[config.mk]
export PLATFORM = sky130hd
export DESIGN_NAME = sptb_ctrl
export DESIGN_NICKNAME = d
export VERILOG_FILES = /design/src/hw/rtl/sptb_pkg.sv /design/src/hw/rtl/sptb_ctrl.sv
export VERILOG_INCLUDE_DIRS = /design/src /design/src/hw/rtl
export SDC_FILE = /design/constraint.sdc
export NUM_CORES = 1
export LEC_CHECK = 0
export BUFFER_PORTS_ARGS = -buffer_cell sky130_fd_sc_hd__buf_2
export CAP_MARGIN = 30
export CORE_MARGIN = 1.5
export CORE_UTILIZATION = 25
export DETAILED_ROUTE_END_ITERATION = 8
export PLACE_DENSITY_LB_ADDON = 0.3
export SYNTH_ARGS = -nofsm -noshare
export SYNTH_HDL_FRONTEND = slang
export SYNTH_SLANG_ARGS = --single-unit
[constraint.sdc]
create_clock -name clk -period 4.5 [get_ports clk]
set_clock_uncertainty 0.1 [all_clocks]
set_input_delay 0.9 -clock clk [delete_from_list [all_inputs] [get_ports clk]]
set_output_delay 0.9 -clock clk [all_outputs]
set_load 0.01 [all_outputs]
[src/hw/rtl/scaled_palette_tile_blitter_macros.svh]
// Assertion macros for the tile blitter.
`ifndef SCALED_PALETTE_TILE_BLITTER_MACROS_SVH
`define SCALED_PALETTE_TILE_BLITTER_MACROS_SVH
// assert that a implies b, checked at each rising edge outside reset
`define SPTB_ASSERT_IMPL(label, a, b) \
  label: assert property (@(posedge clk) disable iff (!rst_n) (a) |-> (b)) \
    else $error("assertion failed");
// assert that a implies b in the next cycle
`define SPTB_ASSERT_NEXT(label, a, b) \
  label: assert property (@(posedge clk) disable iff (!rst_n) (a) |=> (b)) \
    else $error("assertion failed");
`endif

[src/hw/rtl/sptb_pkg.sv]
// Shared types and codes of the tile blitter.
`default_nettype none
package sptb_pkg;
  localparam logic [2:0] MODE_DRAW = 3'd0;
  localparam logic [2:0] MODE_TEX = 3'd1;
  localparam logic [2:0] MODE_REMAP = 3'd2;
  localparam logic [2:0] MODE_RD = 3'd3;
  localparam logic [2:0] MODE_WR = 3'd4;
  localparam logic [1:0] STYLE_PLAIN = 2'd0;
  localparam logic [1:0] STYLE_MASK = 2'd1;
  localparam logic [1:0] STYLE_SOLID = 2'd2;
  localparam logic CFG_WLOG = 1'b0;
  localparam logic CFG_HLOG = 1'b1;

  // controller -> datapath commands
  typedef struct packed {
    logic load;     // capture input word
    logic simple;   // execute non-draw word
    logic div_start;
    logic setup;    // compute start accumulators
    logic row_start;
    logic px_issue; // issue one texel read
    logic rd_out;   // present read result
  } sptb_cmd_t;

  // datapath -> controller status
  typedef struct packed {
    logic is_draw;
    logic reject;
    logic div_done;
    logic col_last;
    logic row_last;
    logic pipe_empty;
  } sptb_sts_t;
endpackage
`default_nettype wire

[src/hw/rtl/sptb_ctrl.sv]
// Controller state machine of the tile blitter.
`default_nettype none
`include "scaled_palette_tile_blitter_macros.svh"
module sptb_ctrl (
  input  wire logic               clk,
  input  wire logic               rst_n,
  input  wire logic               in_fire,
  input  wire logic               is_rd,
  input  wire logic               out_free,
  input  wire sptb_pkg::sptb_sts_t sts,
  output logic                    in_rdy,
  output sptb_pkg::sptb_cmd_t     cmd
);
  typedef enum logic [7:0] {
    S_IDLE = 8'b00000001, S_DEC = 8'b00000010, S_DIV = 8'b00000100,
    S_SET = 8'b00001000, S_ROW = 8'b00010000, S_PIX = 8'b00100000,
    S_DRAIN = 8'b01000000, S_RD = 8'b10000000
  } st_t;
  st_t st_r, st_nxt;

  always_ff @(posedge clk) begin
    if (!rst_n) st_r <= S_IDLE;
    else st_r <= st_nxt;
  end

  always_comb begin
    st_nxt = st_r;
    cmd = '0;
    in_rdy = 1'b0;
    case (st_r)
      S_IDLE: begin
        in_rdy = 1'b1;
        if (in_fire) begin
          cmd.load = 1'b1;
          st_nxt = S_DEC;
        end
      end
      S_DEC: begin
        if (!sts.is_draw) begin
          cmd.simple = 1'b1;
          st_nxt = is_rd ? S_RD : S_IDLE;
        end else if (sts.reject) st_nxt = S_IDLE;
        else begin
          cmd.div_start = 1'b1;
          st_nxt = S_DIV;
        end
      end
      S_DIV: if (sts.div_done) st_nxt = S_SET;
      S_SET: begin
        cmd.setup = 1'b1;
        st_nxt = S_ROW;
      end
      S_ROW: begin
        if (sts.row_last) st_nxt = S_DRAIN;
        else begin
          cmd.row_start = 1'b1;
          st_nxt = S_PIX;
        end
      end
      S_PIX: begin
        if (sts.col_last) st_nxt = S_ROW;
        else cmd.px_issue = 1'b1;
      end
      S_DRAIN: if (sts.pipe_empty) st_nxt = S_IDLE;
      S_RD: begin
        if (out_free) begin
          cmd.rd_out = 1'b1;
          st_nxt = S_IDLE;
        end
      end
      default: st_nxt = S_IDLE;
    endcase
  end

  `SPTB_ASSERT_IMPL(a_onehot, 1'b1, $onehot(st_r))
  `SPTB_ASSERT_IMPL(a_rdy_idle, in_rdy, st_r == S_IDLE)
  `SPTB_ASSERT_NEXT(a_load_dec, cmd.load, st_r == S_DEC)
endmodule
`default_nettype wire

=== After elaboration in Yosys (flattened, before gate mapping) ===
Cells that the tools add are included.

* Register bits: 8
* Output and inout bits: 8
* Logic and storage cells: 39
* Bits of input ports: 11

* Mux-type cells: 24
* Equality and inequality tests: 13
* Reductions and logical operators: 1

{| class="wikitable"
|+ Operators by type and width
! operator !! number
|-
| $pmux W8 S8 || 1
|-
| $mux W8 || 7
|-
| $mux W1 || 13
|-
| $ne A2 B2 Y1 const B || 5
|-
| $eq A8 B1 Y1 const B || 1
|-
| $eq A8 B2 Y1 const B || 1
|-
| $eq A8 B3 Y1 const B || 1
|-
| $eq A8 B4 Y1 const B || 1
|-
| $eq A8 B5 Y1 const B || 1
|-
| $eq A8 B6 Y1 const B || 1
|-
| $eq A8 B7 Y1 const B || 1
|-
| $eq A8 B8 Y1 const B || 1
|-
| $mux W7 || 1
|-
| $reduce_and A5 Y1 || 1
|-
| $mux W3 || 1
|-
| $mux W2 || 1
|}

=== Logic depth before layout (Yosys ltp) ===
Gate-level depths: netlist of the first run.

* Word-level depth: 3
* Depth in mapped cells: 6
* Depth with buffers taken out: 4

=== Worst setup path after synthesis of the first run ===
OpenSTA, ideal clock, no wires.

* Path type: input port to output port
* Start: input port sts[4] (netlist bit)
* End: output port cmd[4] (netlist bit)
* Setup slack: 2063 ps
* Arrival time: 1437 ps
* Cell stages on the path: 3
* Path buffers: 1
* Cells stage by stage: or3b_1 > inv_1 > buf_4

{| class="wikitable"
|+ RTL lines
! what !! RTL line !! text
|-
| start: declaration || sptb_ctrl.sv:10 || <nowiki>input wire sptb_pkg::sptb_sts_t sts,</nowiki>
|-
| end: declaration || sptb_ctrl.sv:12 || <nowiki>output sptb_pkg::sptb_cmd_t cmd</nowiki>
|}

==> impl_metrics.toml, run 1 <==
[synthesis]
yosysSeqAreaShare_pct = 29.2
yosys_warnings = 0
synth_area_sq_um = 549
postSynthCellCount = 66
ys_types = 23
syn_nets = 77
syn_avg_cell_area_sq_um = 8.32
ys_seq_elements = 8

[clocking]
ctsRootBufferMaster = "clkbuf_4"
clk_latency_ps = 270
cts_tree = "built"
path_clk_slew_ps = 70
clock_sinks = 8
cts_resized = 0
cts_max_level = 1
post_cts_buffers = 0
cts_hold_buf = 0
cts_buffers = 3
cts_buffer_depth = 2

[floorplanning]
die_w_um = 49.9
core.rowCount = 16
die_h_um = 49.9
core-area_sq_um = 2020
start_util_pct = 27.2
die_area_sq_um = 2490
ios = 19

[setup_path]
timing.rr.end = "st_r[1]$_SDFFE_PN0P_"
arrival_ps = 1680
crit_type = "reg2out"
ff2ff_path_depth = 4
startpoint_type = "flip-flop"
r2r-start = "st_r[4]$_SDFFE_PN0P_"
end_kind = "output pin"
r2r_slack_ps = 2890
crit_fanout = 8
cp.required_ps = 3500

[timing]
worst_pin_slew_ps = 438
hold_viol_final = 0
relSlewSlack_pct = 70.6
rsz0062_at_grt = "false"
fin_setup_tns_ps = 0
setup_viol = 0
fin_crit_sh_pct = 59.6
whs_ps = 519
max_freq_mhz = 373
slew_viol_final = 0
finalCriticalPeriod_ps = 2680

[place]
io_buffers = 18
place_congestion = 0.728
hpwl_um = 962
placed_area_sq_um = 647

[route]
route.vias.total = 540
drtIter0Drc = 20
via_per_inst = 4.86
dr.pass1.iters = 4
wl_um = 1250
routedWlPerCell_um = 11.2
antenna_left = 0
drc = 0

[grt]
gr-total-overflow = 0
grt_max_degree = 9
antenna_found_initial = 0
grtUsageTotal_pct = 11.2
grt_pass1_vias = 455
grt_pass1_wl_um = 2060

[layout]
final_cell_mix = "18 x buf_2, 12 x nor2_1, 8 x dfxtp_1"
largest_register_ffs = 8
top_register = "st_r"
layout_commonest_cell = "buf_2"
diodes = 0
fin_nets = 97
layout-drive-gt1-share_pct = 31.0
syn2layout_area_growth_pct = 21.9
reg_top3 = "st_r x8"
stdcell_area_sq_um = 669

[power_and_ir_drop]
irDropWorstVdd_mv = 0.161
power_density_nw_per_um2 = 293
power_mw = 0.196
power_leakage_nw = 0.312

[hold_path]
min-delay-start = "st_r[6]$_SDFFE_PN0P_"
hold_end = "st_r[6]$_SDFFE_PN0P_"
min_path_type = "reg2reg"
min_path_cells = 2

[run]
cap_violations = 0

[run_status]
outcome = "complete, no violations"
==> where the power goes <==
part	switching [mW]	total [mW]	internal, mW
Sequential	0.0108	0.0858	0.0750
Combinational	0.0261	0.0517	0.0256
Clock	0.0280	0.0588	0.0307
==> cells in the mapped netlist (all sizes together) <==
library cell	count	area [sq um]
inv	5	18.8
a21oi	4	23.8
or3b	2	17.5
xor2	3	26.3
nand4b	1	8.76
and3	2	12.5
nor2	12	45.0
a22oi	1	7.51
nor4b	2	17.5
buf	3	26.3
nand3	5	25.0
nor4	2	42.5
o21a	2	15.0
dfxtp	8	160
nor3	4	31.3
nand2	1	3.75
nand4	6	43.8
a41oi	1	8.76
nand3b	2	15.0
==> layout make-up <==
type	count	area, sq um
clock buffer	3	22.5
fill	223	1350
inverter	5	18.8
multi-input combinational	50	344
sequential	8	160
tap	27	33.8
timing repair buffer	18	90.1
==> logic make-up (layout without fill, tap and decap cells) <==
group / after synthesis / in the layout / share of synthesized area (%)
compound gates: 8 / 8 / 10.0
buf+inv: 8 / 26 / 8.20
flops: 8 / 8 / 29.2
simple gates: 39 / 39 / 47.8
xor+xnor: 3 / 3 / 4.78
==> through the flow <==
step	instances	util, %	setup WS, ps
2_1_floorplan	66	-	2060
3_3_place_gp	108	32.0	1940
3_5_place_dp	108	32.0	1930
4_1_cts	111	33.1	1810
5_1_grt	111	33.1	1700
6_report	111	33.1	1820
==> critical path, cell delays in order, from the launching register on <==
cell and delay, ps:
dfxtp_1 420, nor3_4 240, nand4_2 160, or3b_1 410, inv_1 60, buf_2 120
==> metal layers <==
layer / vias to the layer above / share of wire [%] / global-route usage (%)
met1: 244 / 43 / 14.0
met5: - / 0 / 0
met2: 17 / 49 / 16.7
met3: 0 / 7.8 / 6.36
met4: 0 / 0 / 2.78
li1: 279 / - / -
==> worst max-delay path by stage <==
stage	start	end	slack, ps
CTS	st_r[0]$_SDFFE_PN1P_	cmd[4]	1810
finish	st_r[0]$_SDFFE_PN1P_	cmd[4]	1820
floorplan	sts[4]	cmd[4]	2060
detailed placement	sts[4]	cmd[4]	1930
global route	st_r[0]$_SDFFE_PN1P_	cmd[4]	1700
global placement	sts[4]	cmd[4]	1940
No activity file was read; power rests on OpenSTA's default activity.
==> run 2: changes to the inputs <==
- clock period: 4.5 -> 2.5 ns (I/O delays scaled with it)
==> run 2 against run 1 <==
  * Hold slack worse by 150 ps
  * Sequential share of layout area stayed put
  * Clock power is 67% higher
  * Die area stayed put
  * Cell count stayed put
  * Power is 77% higher
  * Setup slack worse by 1600 ps
  * Final area stayed put
  * Largest cell class unchanged
==> impl_metrics.toml, run 2 (synthesized netlist as in run 1, its figures left out) <==
[route]
routedWlPerCell_um = 11.0
antenna_left = 0
dr.pass1.iters = 4
via_per_inst = 4.91
wl_um = 1220
drtIter0Drc = 25
route.vias.total = 545
drc = 0

[clocking]
cts_resized = 0
ctsRootBufferMaster = "clkbuf_4"
clk_latency_ps = 250
path_clk_slew_ps = 60
cts_buffers = 3
cts_tree = "built"
cts_max_level = 1
post_cts_buffers = 0
cts_buffer_depth = 2
cts_hold_buf = 0
clock_sinks = 8

[layout]
fin_nets = 97
final_cell_mix = "18 x buf_2, 12 x nor2_1, 8 x dfxtp_1"
layout-drive-gt1-share_pct = 31.0
reg_top3 = "st_r x8"
diodes = 0
largest_register_ffs = 8
nFillCells = 220
top_register = "st_r"
layout_commonest_cell = "buf_2"
syn2layout_area_growth_pct = 21.9
layoutNonFillerInstCount = 111

[setup_path]
cp.required_ps = 1900
crit_fanout = 8
end_kind = "output pin"
crit_type = "reg2out"
startpoint_type = "flip-flop"
arrival_ps = 1630

[place]
hpwl_um = 970
io_buffers = 18
placed_cells_incl_taps = 108
place_congestion = 0.760

[power_and_ir_drop]
irDropWorstVdd_mv = 0.223
power_leakage_nw = 0.312
power_density_nw_per_um2 = 518
power_mw = 0.347

[timing]
rsz0062_at_grt = "false"
relSlewSlack_pct = 70.5
fin_crit_sh_pct = 89.3
whs_ps = 366
fin_setup_tns_ps = 0
max_freq_mhz = 448
finalCriticalPeriod_ps = 2230
hold_viol_final = 0
setup_viol = 0
worst_pin_slew_ps = 439
slew_viol_final = 0

[grt]
grt_pass1_vias = 506
grt_max_degree = 9
grt_pass1_wl_um = 2050
antenna_found_initial = 0
grtUsageTotal_pct = 11.1
gr-total-overflow = 0

[run]
cap_violations = 0

[floorplanning]
core.rowCount = 16
die_h_um = 49.9
ios = 19
die_w_um = 49.9
core-area_sq_um = 2020
start_util_pct = 27.2
die_area_sq_um = 2490

[hold_path]
min_path_type = "in2reg"

[run_status]
outcome = "complete, no violations"
==> run 2: layout make-up <==
type	count	area, sq um	share of cell area, %
Sequential cell	8	160	23.9
Timing Repair Buffer	18	90.1	13.5
Multi-Input combinational cell	50	344	51.4
Inverter	5	18.8	2.80
Tap cell	27	33.8	5.05
Clock buffer	3	22.5	3.36
==> run 2: path summary, 6_finish.rpt <==
check	cells past startpoint	to	from	slack, ps
worst min-delay path	2	st_r[5]$_SDFFE_PN0P_	rst_n	370
worst max-delay path	5	cmd[4]	st_r[0]$_SDFFE_PN1P_	270
worst min register to register	2	st_r[6]$_SDFFE_PN0P_	st_r[6]$_SDFFE_PN0P_	510
worst max register to register	4	st_r[3]$_SDFFE_PN0P_	st_r[1]$_SDFFE_PN0P_	900
==> run 2: metal layers <==
| layer | share of wire (%) | global-route usage [%] | vias up |
|---|---|---|---|
| met1 | 42 | 12.3 | 249 |
| met4 | 0 | 5.56 | 0 |
| met2 | 49 | 18.0 | 20 |
| met3 | 9.4 | 4.55 | 0 |
| li1 | - | - | 276 |
| met5 | 0 | 0 | - |
==> run 2: through the flow <==
stage                     worst slack (ps)  cell area, sq um  utilization (%)
after global routing                   152               669             33.1
after CTS                              250               669             33.1
after floorplan                        624               549                -
final                                  267               669             33.1
after detailed placement               524               647             32.0
after global placement                 542               647             32.0
==> run 2: critical path, stage by stage, from the launching register on <==
cell	delay [ps]
dfxtp_1	420
nor3_4	240
nand4_2	150
or3b_1	400
inv_1	60
buf_2	120
==> run 2: where the power goes <==
group	switching (mW)	internal, mW
sequential	0.0195	0.135
combinational	0.0479	0.0461
clock	0.0431	0.0549
